### src/hw/rtl/dpq_pkg.sv
// Shared types and codes for the dynamic priority ready queue.
`default_nettype none

package dpq_pkg;

  typedef struct packed {
    logic               cmd;
    logic        [7:0]  proc_id;
    logic        [15:0] run_time;
    logic signed [15:0] prio_level;
  } in_item_t;

  typedef struct packed {
    logic        [2:0]  status;
    logic        [7:0]  ran_id;
    logic        [15:0] time_left;
    logic signed [15:0] new_prio;
    logic               finished;
    logic        [3:0]  occupancy;
  } out_item_t;

  // One stored process: id, remaining run time and current priority.
  typedef struct packed {
    logic        [7:0]  id;
    logic        [15:0] run;
    logic signed [15:0] prio;
  } entry_t;

  localparam logic CMD_ADD  = 1'b0;
  localparam logic CMD_TICK = 1'b1;

  localparam logic [2:0] ST_ADDED = 3'd0;
  localparam logic [2:0] ST_FULL  = 3'd1;
  localparam logic [2:0] ST_ZERO  = 3'd2;
  localparam logic [2:0] ST_RAN   = 3'd3;
  localparam logic [2:0] ST_IDLE  = 3'd4;

  localparam logic signed [15:0] PRIO_MIN = 16'sh8000;

endpackage

`default_nettype wire

### src/hw/rtl/dpq_stream_if.sv
// Valid/ready stream channel carrying one payload struct.
`default_nettype none

interface dpq_stream_if #(
  parameter type payload_t = logic
);
  logic     valid;
  logic     ready;
  payload_t data;

  modport source (output valid, output data, input ready);
  modport sink (input valid, input data, output ready);
endinterface

`default_nettype wire

### src/hw/rtl/dpq_ram.sv
// Generic single-write, single-read RAM with registered read data.
`default_nettype none

module dpq_ram #(
  parameter int WIDTH = 40,
  parameter int DEPTH = 8
) (
  input  wire logic                     clk,
  input  wire logic                     we,
  input  wire logic [$clog2(DEPTH)-1:0] waddr,
  input  wire logic [WIDTH-1:0]         wdata,
  input  wire logic [$clog2(DEPTH)-1:0] raddr,
  output logic      [WIDTH-1:0]         rdata
);

  logic [WIDTH-1:0] mem [DEPTH];

  always_ff @(posedge clk) begin
    if (we) begin
      mem[waddr] <= wdata;
    end
    rdata <= mem[raddr];
  end

endmodule

`default_nettype wire

### src/hw/rtl/dynamic_priority_ready_queue.sv
// Priority ready queue with aging: sorted store in RAM, walked by a small sequencer.
//
// Input channel in_ch carries commands. An add command (cmd 0) inserts proc_id with
// run_time and prio_level ahead of every entry of lower or equal priority; it is
// rejected as full, or as zero run time, without touching the queue. A tick (cmd 1)
// pops the head, reports its id, lowers run time and priority by one (priority
// saturates at its minimum) and reinserts it unless its run time reached zero.
// Every command gives exactly one result on out_ch, with the occupancy after it.
//
// The queue is kept sorted in a RAM with one write and one registered read port.
// Each step of the insertion walk is a read, then a compare and write, and so is
// each step of the shift that closes the gap after a pop. Rejected commands and
// ticks on an empty queue go straight to the result step.
// One command is processed at a time; in_ch.ready is high only while the sequencer
// waits for a command. The result sits in an output register; a stalled receiver
// holds the sequencer in its final step until that register frees up.
// Synchronous reset empties the queue and drops any pending result. RAM contents
// are not cleared; only entries below the fill count are ever used.
`default_nettype none

module dynamic_priority_ready_queue #(
  parameter int QUEUE_DEPTH = 8
) (
  input wire logic     clk,
  input wire logic     rst_n,
  dpq_stream_if.sink   in_ch,
  dpq_stream_if.source out_ch
);

  localparam int AW    = $clog2(QUEUE_DEPTH);
  localparam int CNT_W = $clog2(QUEUE_DEPTH + 1);
  localparam int EW    = $bits(dpq_pkg::entry_t);

  localparam logic [2:0] S_IDLE     = 3'd0;
  localparam logic [2:0] S_INS_CHK  = 3'd1;
  localparam logic [2:0] S_INS_CMP  = 3'd2;
  localparam logic [2:0] S_POP_WAIT = 3'd3;
  localparam logic [2:0] S_SHF_CHK  = 3'd4;
  localparam logic [2:0] S_SHF_WR   = 3'd5;
  localparam logic [2:0] S_DONE     = 3'd6;

  logic [2:0]             state_r, state_nxt;
  logic [CNT_W-1:0]       count_r, count_nxt;
  logic [CNT_W-1:0]       k_r, k_nxt;
  dpq_pkg::entry_t        ent_r, ent_nxt;
  dpq_pkg::out_item_t     res_r, res_nxt;
  dpq_pkg::out_item_t     out_r, out_nxt;
  logic                   out_valid_r, out_valid_nxt;

  logic                   ram_we;
  logic [AW-1:0]          ram_waddr;
  logic [AW-1:0]          ram_raddr;
  dpq_pkg::entry_t        ram_wdata;
  logic [EW-1:0]          ram_rdata;
  dpq_pkg::entry_t        rd_ent;

  logic [CNT_W-1:0]       k_m1;
  logic                   in_xfer;
  dpq_pkg::in_item_t      cmd_in;

  assign rd_ent  = dpq_pkg::entry_t'(ram_rdata);
  assign k_m1    = k_r - CNT_W'(1);
  assign cmd_in  = in_ch.data;
  assign in_xfer = in_ch.valid && (state_r == S_IDLE);

  assign in_ch.ready  = (state_r == S_IDLE);
  assign out_ch.valid = out_valid_r;
  assign out_ch.data  = out_r;

  dpq_ram #(
    .WIDTH (EW),
    .DEPTH (QUEUE_DEPTH)
  ) u_ram (
    .clk   (clk),
    .we    (ram_we),
    .waddr (ram_waddr),
    .wdata (EW'(ram_wdata)),
    .raddr (ram_raddr),
    .rdata (ram_rdata)
  );

  always_comb begin
    state_nxt     = state_r;
    count_nxt     = count_r;
    k_nxt         = k_r;
    ent_nxt       = ent_r;
    res_nxt       = res_r;
    out_nxt       = out_r;
    out_valid_nxt = out_valid_r;
    ram_we        = 1'b0;
    ram_waddr     = k_r[AW-1:0];
    ram_wdata     = ent_r;
    ram_raddr     = k_m1[AW-1:0];

    if (out_valid_r && out_ch.ready) begin
      out_valid_nxt = 1'b0;
    end

    unique case (state_r)
      S_IDLE: begin
        ram_raddr = '0;
        if (in_xfer) begin
          res_nxt           = '0;
          ent_nxt.id        = cmd_in.proc_id;
          ent_nxt.run       = cmd_in.run_time;
          ent_nxt.prio      = cmd_in.prio_level;
          k_nxt             = count_r;
          if (cmd_in.cmd == dpq_pkg::CMD_ADD) begin
            if (count_r == CNT_W'(QUEUE_DEPTH)) begin
              res_nxt.status = dpq_pkg::ST_FULL;
              state_nxt      = S_DONE;
            end else if (cmd_in.run_time == '0) begin
              res_nxt.status = dpq_pkg::ST_ZERO;
              state_nxt      = S_DONE;
            end else begin
              res_nxt.status = dpq_pkg::ST_ADDED;
              state_nxt      = S_INS_CHK;
            end
          end else begin
            if (count_r == '0) begin
              res_nxt.status = dpq_pkg::ST_IDLE;
              state_nxt      = S_DONE;
            end else begin
              res_nxt.status = dpq_pkg::ST_RAN;
              state_nxt      = S_POP_WAIT;
            end
          end
        end
      end

      // Walk from the tail toward the head, moving lower or equal entries up one slot.
      S_INS_CHK: begin
        if (k_r == '0) begin
          ram_we    = 1'b1;
          count_nxt = count_r + CNT_W'(1);
          state_nxt = S_DONE;
        end else begin
          state_nxt = S_INS_CMP;
        end
      end

      S_INS_CMP: begin
        ram_we = 1'b1;
        if (rd_ent.prio > ent_r.prio) begin
          count_nxt = count_r + CNT_W'(1);
          state_nxt = S_DONE;
        end else begin
          ram_wdata = rd_ent;
          k_nxt     = k_m1;
          state_nxt = S_INS_CHK;
        end
      end

      S_POP_WAIT: begin
        ent_nxt = rd_ent;
        if (rd_ent.prio != dpq_pkg::PRIO_MIN) begin
          ent_nxt.prio = rd_ent.prio - 16'sd1;
        end
        if (rd_ent.run != '0) begin
          ent_nxt.run = rd_ent.run - 16'd1;
        end
        res_nxt.ran_id    = rd_ent.id;
        res_nxt.time_left = ent_nxt.run;
        res_nxt.new_prio  = ent_nxt.prio;
        res_nxt.finished  = (ent_nxt.run == '0);
        k_nxt             = CNT_W'(1);
        state_nxt         = S_SHF_CHK;
      end

      // Close the gap left by the head, one entry per read/write pair.
      S_SHF_CHK: begin
        ram_raddr = k_r[AW-1:0];
        if (k_r < count_r) begin
          state_nxt = S_SHF_WR;
        end else begin
          count_nxt = count_r - CNT_W'(1);
          k_nxt     = count_r - CNT_W'(1);
          if (res_r.finished) begin
            state_nxt = S_DONE;
          end else begin
            state_nxt = S_INS_CHK;
          end
        end
      end

      S_SHF_WR: begin
        ram_we    = 1'b1;
        ram_waddr = k_m1[AW-1:0];
        ram_wdata = rd_ent;
        k_nxt     = k_r + CNT_W'(1);
        state_nxt = S_SHF_CHK;
      end

      S_DONE: begin
        if (!out_valid_r || out_ch.ready) begin
          out_nxt           = res_r;
          out_nxt.occupancy = 4'(count_r);
          out_valid_nxt     = 1'b1;
          state_nxt         = S_IDLE;
        end
      end

      default: begin
        state_nxt = S_IDLE;
      end
    endcase
  end

  always_ff @(posedge clk) begin
    if (!rst_n) begin
      state_r     <= S_IDLE;
      count_r     <= '0;
      out_valid_r <= 1'b0;
    end else begin
      state_r     <= state_nxt;
      count_r     <= count_nxt;
      out_valid_r <= out_valid_nxt;
    end
  end

  always_ff @(posedge clk) begin
    k_r   <= k_nxt;
    ent_r <= ent_nxt;
    res_r <= res_nxt;
    out_r <= out_nxt;
  end

endmodule

`default_nettype wire
### src/flat_wrapper.sv
// flat-port wrapper written by rule: the top's interface ports become plain ports
module dynamic_priority_ready_queue_flat 
#(
  parameter int QUEUE_DEPTH = 8
)
  (clk, rst_n, in_ch_valid, in_ch_data, in_ch_ready, out_ch_valid, out_ch_data, out_ch_ready);
  dpq_stream_if in_ch_i ();
  dpq_stream_if out_ch_i ();
  input wire logic clk;
  input wire logic rst_n;
  input wire logic [$bits(in_ch_i.valid)-1:0] in_ch_valid;
  input wire logic [$bits(in_ch_i.data)-1:0] in_ch_data;
  output wire logic [$bits(in_ch_i.ready)-1:0] in_ch_ready;
  output wire logic [$bits(out_ch_i.valid)-1:0] out_ch_valid;
  output wire logic [$bits(out_ch_i.data)-1:0] out_ch_data;
  input wire logic [$bits(out_ch_i.ready)-1:0] out_ch_ready;
  assign in_ch_i.valid = in_ch_valid;
  assign in_ch_i.data = in_ch_data;
  assign in_ch_ready = in_ch_i.ready;
  assign out_ch_valid = out_ch_i.valid;
  assign out_ch_data = out_ch_i.data;
  assign out_ch_i.ready = out_ch_ready;
  dynamic_priority_ready_queue #(.QUEUE_DEPTH(QUEUE_DEPTH)) u_core (.clk(clk), .rst_n(rst_n), .in_ch(in_ch_i), .out_ch(out_ch_i));
endmodule
### config.mk
export PLATFORM = sky130hd
export DESIGN_NAME = dynamic_priority_ready_queue_flat
export DESIGN_NICKNAME = d
export VERILOG_FILES = /design/src/hw/rtl/dpq_pkg.sv /design/src/hw/rtl/dpq_stream_if.sv /design/src/hw/rtl/dpq_ram.sv /design/src/hw/rtl/dynamic_priority_ready_queue.sv /design/src/flat_wrapper.sv
export SDC_FILE = /design/constraint.sdc
export NUM_CORES = 1
export LEC_CHECK = 0
export BUFFER_PORTS_ARGS = -buffer_cell sky130_fd_sc_hd__buf_2
export CAP_MARGIN = 20
export CORE_MARGIN = 3
export CORE_UTILIZATION = 58
export CTS_CLUSTER_SIZE = 24
export DETAILED_ROUTE_END_ITERATION = 10
export PLACE_DENSITY_LB_ADDON = 0.1
export SETUP_SLACK_MARGIN = 0.5
export SLEW_MARGIN = 20
export SYNTH_ARGS = -nofsm -noshare
export SYNTH_HDL_FRONTEND = slang
export SYNTH_HIERARCHICAL = 1
export SYNTH_SLANG_ARGS = --single-unit
### constraint.sdc
create_clock -name clk -period 4.6 [get_ports clk]
set_input_delay 0.92 -clock clk [delete_from_list [all_inputs] [get_ports clk]]
set_output_delay 0.92 -clock clk [all_outputs]
set_load 0.005 [all_outputs]
After elaboration in Yosys (flattened, before gate mapping)
Memory sizes are Yosys's and may differ from the RTL's. A register that Yosys moved wholly into a read port is not among the register bits.
Index checks and enable logic that the tools add are counted.
Widths: inputs -> output; s select.
{"block": "classes", "reduce_logical": 18, "n_addsub": 6, "n_mux": 32, "n_lt_le_gt_ge": 2, "eq_ne": 13}
{"operator": "$pmux 40 s2", "count": 2}
{"operator": "$mux 40", "count": 2}
{"operator": "$mux 16", "count": 3}
{"operator": "$mux 3", "count": 7}
{"operator": "$mux 4", "count": 5}
{"operator": "$pmux 4 s5", "count": 1}
{"operator": "$pmux 3 s6", "count": 1}
{"operator": "$gt 16x16->1", "count": 1}
{"operator": "$logic_not 16->1", "count": 1}
{"operator": "$ne 16x16->1 const B", "count": 1}
{"operator": "$reduce_bool 16->1", "count": 1}
{"operator": "$sub 16x1->16 const B", "count": 1}
{"operator": "$sub 16x2->16 const B", "count": 1}
{"operator": "$pmux 4 s3", "count": 1}
{"operator": "$eq 3x3->1 const B", "count": 3}
{"operator": "$add 4x1->4 const B", "count": 2}
{"operator": "$ne 2x1->1 const B", "count": 4}
{"operator": "$reduce_and 4->1", "count": 2}
{"operator": "$sub 4x1->4 const B", "count": 2}
{"operator": "$eq 3x2->1 const B", "count": 2}
{"operator": "$mux 1", "count": 6}
{"operator": "$pmux 3 s2", "count": 1}
{"operator": "$reduce_and 2->1", "count": 3}
{"operator": "$mux 5", "count": 1}
{"operator": "13 further kinds", "count": 17}
{"block": "word_totals", "mem_bits_rw": 320, "in_bits": 5, "output_inout_bits": 3, "regBits": 54, "mem_count": 1}
{"name": "u_core.u_ram.mem", "words": 8, "width": 40, "read_ports": 1, "rd_clocked_by_memory_dff": 1, "wr": 1, "line": "dpq_ram.sv:16", "rtl": "logic [WIDTH-1:0] mem [DEPTH];"}

Logic depth before layout (Yosys ltp)
Gate-level depths: netlist of run 1.
{"block": "logic_depth", "depth_word": 5, "ltp_mapped": 11, "mapped_depth_nobuf": 9}

By module
The synthesis of run 1 kept the hierarchy.
{"mod": "dpq_ram", "instances": 1, "cells_per_inst": 515, "area_each_um2": 13171.4}
{"mod": "dynamic_priority_ready_queue", "instances": 1, "cells_per_inst": 483, "area_each_um2": 4359.2}

Worst setup path before layout of run 1
Ideal clock, no wire load.
{"block": "synth_timing", "kind": "reg-to-reg", "startpoint": "register u_core.state_r[0]", "endpoint": "memory u_core.u_ram.mem[4][0] (enable)", "period_less_slack_ps": 5036, "path_slack_ps": -436, "arrival_ps": 4550, "setup_ps": 487, "t_required_ps": 4113, "path_stages_with_launch": 10, "path_cell_list": "dfxtp_1 > clkbuf_1 > clkinv_1 > nor2_1 > nand2_1 > inv_1 > clkbuf_1 > ha_1 > inv_1 > nor3_1"}
{"block": "synth_between", "elab_cells_between_ends": 8, "classes_between": "eq/ne (3); mux (4); reduce/logical (1)"}
{"item": "from (decl)", "line": "dynamic_priority_ready_queue.sv:42", "rtl": "logic [2:0] state_r, state_nxt;"}
{"item": "from (signal assigned)", "line": "dynamic_priority_ready_queue.sv:215", "rtl": "state_r <= state_nxt;"}
{"item": "$eq 3x3->1", "line": "dynamic_priority_ready_queue.sv:99", "rtl": "unique case (state_r)"}
{"item": "$mux 3", "line": "dynamic_priority_ready_queue.sv:99"}
{"item": "net u_core.ram_waddr[0]", "line": "dynamic_priority_ready_queue.sv:51", "rtl": "logic [AW-1:0] ram_waddr;"}
{"item": "to (decl)", "line": "dpq_ram.sv:16"}
The timed path passes the listed nets, and every way through them passes these cells.

Worst setup path in the final report of run 1
{"block": "layout_timing", "startpoint": "register u_core.state_r[0]", "endpoint": "memory u_core.u_ram.mem[5][2] (enable)"}
Same word-level chain as after synthesis.

==> results of run 1 <==
[power groups by stage]
stage,clock network (W),logic [W],registers [W]
4_1_cts,0.00277,0.00412,0.00477
6_report,0.00271,0.00412,0.00477
3_3_place_gp,0,0.00399,0.00479
5_1_grt,0.00290,0.00449,0.00483
2_1_floorplan,0,0.00312,0.00464
3_5_place_dp,0,0.00408,0.00483
[cells in the final DEF (no fill, tap or decap), types with 19 or more instances in the layout]
cell type and count:
clkbuf_16 35, a21oi_1 27, o21ai_0 47, nand2_1 49, nor2_1 52, ha_1 27, buf_4 31, mux2_2 32
mux4_1 64, inv_1 31, dfxtp_1 40, xnor2_1 19, edfxtp_1 294
[worst min-delay path, cell delays in order, from the launching register on]
cell and delay, ns:
dfxtp_1 0.34, nand2_1 0.06, mux2i_1 0.06
[through the flow]
stage	hold slack, ns	power [W]
after floorplan	0.462	0.00776
after global placement	0.486	0.00878
after detailed placement	0.493	0.00891
after CTS	0.509	0.0117
after global routing	0.538	0.0122
final	0.506	0.0116
[path summary, 6_finish.rpt]
path	end	cells after the start	slack (ns)	start
worst min-delay path	u_core/count_r[3]	2	0.51	u_core/count_r[3]
worst max register to register	u_core/u_ram/mem[5][2]	9	0.86	u_core/state_r[0]
worst min register to register	u_core/count_r[3]	2	0.51	u_core/count_r[3]
worst max-delay path	u_core/u_ram/mem[5][2]	9	0.86	u_core/state_r[0]
[what timing repair did]
action,4_1_cts,5_1_grt
hold buffers,0,0
endpoints found under the setup margin,0,9
setup buffers,0,9
[flip-flops by register name, summed over array words and instances (netlist names), 3 cells and up]
register,cells
u_core/state_r,3
u_core/k_r,4
u_core/u_ram/mem,256
u_core/count_r,4
u_core/ent_r,32
u_core/u_ram/rdata,32
[area by class of cell]
class / instances / share of cell area
Clock buffer: 52 / 0.0607
Antenna cell: 1 / 0.000155
Inverter: 32 / 0.00744
Sequential cell: 334 / 0.596
Timing Repair Buffer: 40 / 0.0191
Tap cell: 324 / 0.0251
Multi-Input combinational cell: 466 / 0.283
Clock inverter: 9 / 0.00767
[layer usage]
metal  part of all wire  GRT usage  vias up
met5                  0          0        -
met4              0.018     0.0711        0
met3              0.061     0.0340       53
met2               0.48      0.363      252
met1               0.44      0.326     3937
li1                   -          -     3519
==> flow_summary.json, run 1 <==
{
  "status": "completed",
  "grt_pass1_wl_um": 45700,
  "design.core.area_um2": 24500,
  "power.switching_w": 0.00379,
  "ir_drop_mv": 0.475,
  "leakage_nw": 5.50,
  "path_buf_inv": 4,
  "end_kind": "flip-flop",
  "syn_inst": 878,
  "final_cells": 1258,
  "p_per_area_nw_per_um2": 718,
  "grt_max_degree": 65,
  "first_global_vias": 7863,
  "die_h_um": 164,
  "ant_nets": 0,
  "multi_input_area_um2": 4570,
  "wl_per_cell_um": 23.6,
  "crit_family": "buffers and inverters",
  "worstSetupPathType": "reg2reg",
  "row_count": 57,
  "critPathLaunchType": "flip-flop",
  "cap_violations": 0,
  "finalWeightedCongestion": 0.875,
  "first_iter_violations": 676,
  "worstMarginPinSlew_ns": 1.03,
  "cts.sinks": 334,
  "root_buffer": "clkbuf_16",
  "final.min_clock_period_ns": 3.74,
  "antenna_found_initial": 0,
  "synth_warnings": 6,
  "post-route-util": 0.660,
  "clk_latency_ns": 0.50,
  "final_area_um2": 16100,
  "arrival_ns": 3.89,
  "final.setup.tns_ns": 0,
  "cts.repair.resized": 0,
  "cts_max_level": 2,
  "max_freq_mhz": 267,
  "start_util": 0.594,
  "slew_headroom": 0.311,
  "max_stage_delay_ns": 0.53,
  "numCtsBuffers": 34,
  "intPower_w": 0.00781,
  "drive_above_1_share": 0.167,
  "pin_count": 8,
  "fillers": 1654,
  "netlist_area_um2": 14500,
  "dp.cells": 1187,
  "routed_wl_um": 29700,
  "avgSynthCellArea_um2": 16.5,
  "grt_remaining_overflow": 0,
  "grt.total_usage": 0.227,
  "dr.pass1.iters": 5,
  "area_growth_pct": 11.1,
  "critical_path.most_common_cell": "inv_1",
  "cts.path.max_buffers": 3,
  "seq_area_um2": 9630,
  "setup_viol": 0,
  "port_buffers": 7,
  "p_seq_frac": 0.411,
  "cp_slowest_cell": "dfxtp_1",
  "cp_cell_sequence": "clkinv_1 > nor2_1 > nand2_1 > inv_1 > ha_1 > inv_1 > nand2b_1 > nor2_4 > buf_4",
  "dp_hpwl_um": 17700,
  "die_w_um": 164,
  "die-area_um2": 27000,
  "place_ws_ns": 0.835,
  "drc": 0,
  "critPathMaxFanout": 23,
  "worstPathRequired_ns": 4.75,
  "post_dp_cell_area_um2": 15000,
  "drv_slew": 0,
  "rsz0062_at_grt": "false",
  "min_period_over_period": 0.813,
  "vias": 7761,
  "hp-class": "reg2reg",
  "clk_pin_slew_worst_paths_ns": 0.06,
  "fin_nets": 940,
  "pwr-share-comb": 0.355,
  "skew_ns": 0.0169,
  "cts_tree": "done",
  "synth_nets": 910,
  "hold_viol": 0,
  "fin_ws_ns": 0.861,
  "switching_share": 0.327,
  "pwr-share-clk": 0.233,
  "via_per_inst": 6.17
}
(Power assumes the default switching activity.)
==> run 2, diff against run 1 <==
Settings changed: ABC_AREA set to 1.
Clock period 4.6 ns to 3.38 ns, I/O delays scaled along.
==> run 2 against run 1 <==
Net effect:
- clock power up 36%
- largest power group is now combinational cells
- total power up 53%
- setup slack worse by 0.16 ns
- cell count up 68%
- largest cell class unchanged
- highest routed layer unchanged
- utilization down 0.94 points
- global-route usage up 0.65 points
==> flow_summary.json, run 2 <==
{
  "status": "completed",
  "top_register": "u_core/u_ram/mem",
  "clk_pin_slew_worst_paths_ns": 0.06,
  "setup_viol": 0,
  "cts_max_level": 2,
  "die_h_um": 172,
  "busiest_layer": "met2",
  "avgSynthCellArea_um2": 9.13,
  "post-route-util": 0.651,
  "arrival_ns": 2.88,
  "worstMarginPinSlew_ns": 0.883,
  "dp_hpwl_um": 19400,
  "hold_viol": 0,
  "max_freq_mhz": 373,
  "syn_inst": 1747,
  "path_buf_inv": 3,
  "intPower_w": 0.0104,
  "numCtsBuffers": 35,
  "use_met2": 0.376,
  "drive_above_1_share": 0.117,
  "grt.total_usage": 0.233,
  "multi_input_area_um2": 4690,
  "power.switching_w": 0.00735,
  "slew_headroom": 0.411,
  "first_global_vias": 10200,
  "cts_hold_buf": 0,
  "worstSetupPathType": "reg2reg",
  "finalWeightedCongestion": 0.911,
  "rsz0062_at_grt": "false",
  "skew_ns": 0.0175,
  "met1_usage": 0.343,
  "cts.sinks": 334,
  "ir_drop_mv": 1.22,
  "wl_per_cell_um": 16.0,
  "final.setup.tns_ns": 0,
  "start_util": 0.592,
  "grt_max_degree": 129,
  "cts_tree": "done",
  "die_w_um": 172,
  "p_seq_frac": 0.364,
  "synth_warnings": 6,
  "crit_family": "simple AND/OR/NAND/NOR gates",
  "fillers": 2126,
  "ant_nets": 0,
  "drc": 0,
  "cts.path.max_buffers": 3,
  "hp-class": "in2reg",
  "seq_area_um2": 9630,
  "dr.pass1.iters": 5,
  "leakage_nw": 7.85,
  "grt_pass1_wl_um": 53900,
  "cp_cell_sequence": "inv_1 > ha_1 > nand2_1 > nor2_1 > and3_1 > inv_1 > nand3_1 > nand2_1 > nor2_4 > buf_12",
  "pwr-share-clk": 0.208,
  "routed_wl_um": 33800,
  "synth_nets": 1779,
  "worstPathRequired_ns": 3.58,
  "end_kind": "flip-flop",
  "clk_latency_ns": 0.51,
  "most-common-layout-cells": "533 x nand2_1, 294 x edfxtp_1, 269 x inv_1, 155 x nand3_1, 105 x nor2_1",
  "reg_top3": "u_core/u_ram/mem x256, u_core/ent_r x32, u_core/u_ram/rdata x32",
  "die-area_um2": 29500,
  "antenna_found_initial": 0,
  "largest_reg_flops": 256,
  "critPathMaxFanout": 23,
  "drv_slew": 0,
  "layout_commonest_cell": "nand2_1",
  "p_per_area_nw_per_um2": 1010,
  "cp_slowest_cell": "edfxtp_1",
  "antennaDiodeCount": 0,
  "first_iter_violations": 849,
  "pin_count": 8,
  "via_per_inst": 5.12,
  "port_buffers": 7,
  "netlist_area_um2": 15900,
  "final.min_clock_period_ns": 2.68,
  "max_stage_delay_ns": 0.45,
  "critPathLaunchType": "flip-flop",
  "vias": 10800,
  "area_growth_pct": 9.95,
  "cap_violations": 0,
  "design.core.area_um2": 27000,
  "min_period_over_period": 0.793,
  "row_count": 60,
  "pwr-share-comb": 0.428,
  "root_buffer": "clkbuf_16",
  "fin_nets": 1774,
  "switching_share": 0.414,
  "grt_use_met3": 0.0319,
  "grt_remaining_overflow": 0
}
==> run 2: final timing paths <==
| check | start | to | slack [ns] | cells past startpoint |
|---|---|---|---|---|
| max | u_core/k_r[0] | u_core/u_ram/mem[6][18] | 0.70 | 10 |
| min | rst_n | u_core/count_r[0] | 0.43 | 3 |
| max reg2reg | u_core/k_r[0] | u_core/u_ram/mem[6][18] | 0.70 | 10 |
| min reg2reg | u_core/count_r[1] | u_core/count_r[1] | 0.55 | 2 |
==> run 2: worst register-to-register path, cell delays in order, from the launching register on <==
cell      delay [ns]
edfxtp_1        0.45
inv_1           0.26
ha_1            0.24
nand2_1         0.06
nor2_1          0.09
and3_1          0.17
inv_1           0.06
nand3_1         0.09
nand2_1         0.24
nor2_4          0.43
buf_12          0.28
==> run 2: what timing repair did <==
item,in CTS,in global routing
pin swaps,0,1
setup buffers,0,0
setup endpoints to repair,104,256
cloned,0,1
resized for setup,6,17
==> run 2: layout make-up <==
cell class                      instances  share of cell area
Clock buffer                           50              0.0578
Clock inverter                         13             0.00621
Inverter                              351              0.0753
Multi-Input combinational cell        985               0.267
Sequential cell                       334               0.549
Tap cell                              341              0.0243
Timing Repair Buffer                   35              0.0197
==> run 2: metrics by stage <==
step	hold slack (ns)	area, um^2	total power [W]	worst slack, ns	cells
after floorplan	0.477	16000	0.0121	0.270	1747
after detailed placement	0.533	16400	0.0140	0.322	2045
final	0.434	17500	0.0177	0.700	2109
after global placement	0.534	16400	0.0139	0.479	2045
after CTS	0.416	17500	0.0178	0.389	2108
after global routing	0.436	17500	0.0192	0.504	2109
==> run 2: power groups by stage <==
stage                     Clock, W  Sequential [W]  Combinational [W]
final                      0.00369         0.00646            0.00760
after global routing       0.00394         0.00654            0.00869
after CTS                  0.00376         0.00646            0.00756
after detailed placement         0         0.00654            0.00748
after global placement           0         0.00651            0.00743
after floorplan                  0         0.00640            0.00567
==> run 2: layer usage <==
layer	wire length, um	vias up	part of all wire
met5	0	-	0
met4	550	0	0.016
met3	1890	47	0.056
met2	15600	286	0.46
met1	15800	4977	0.47
li1	-	5487	-
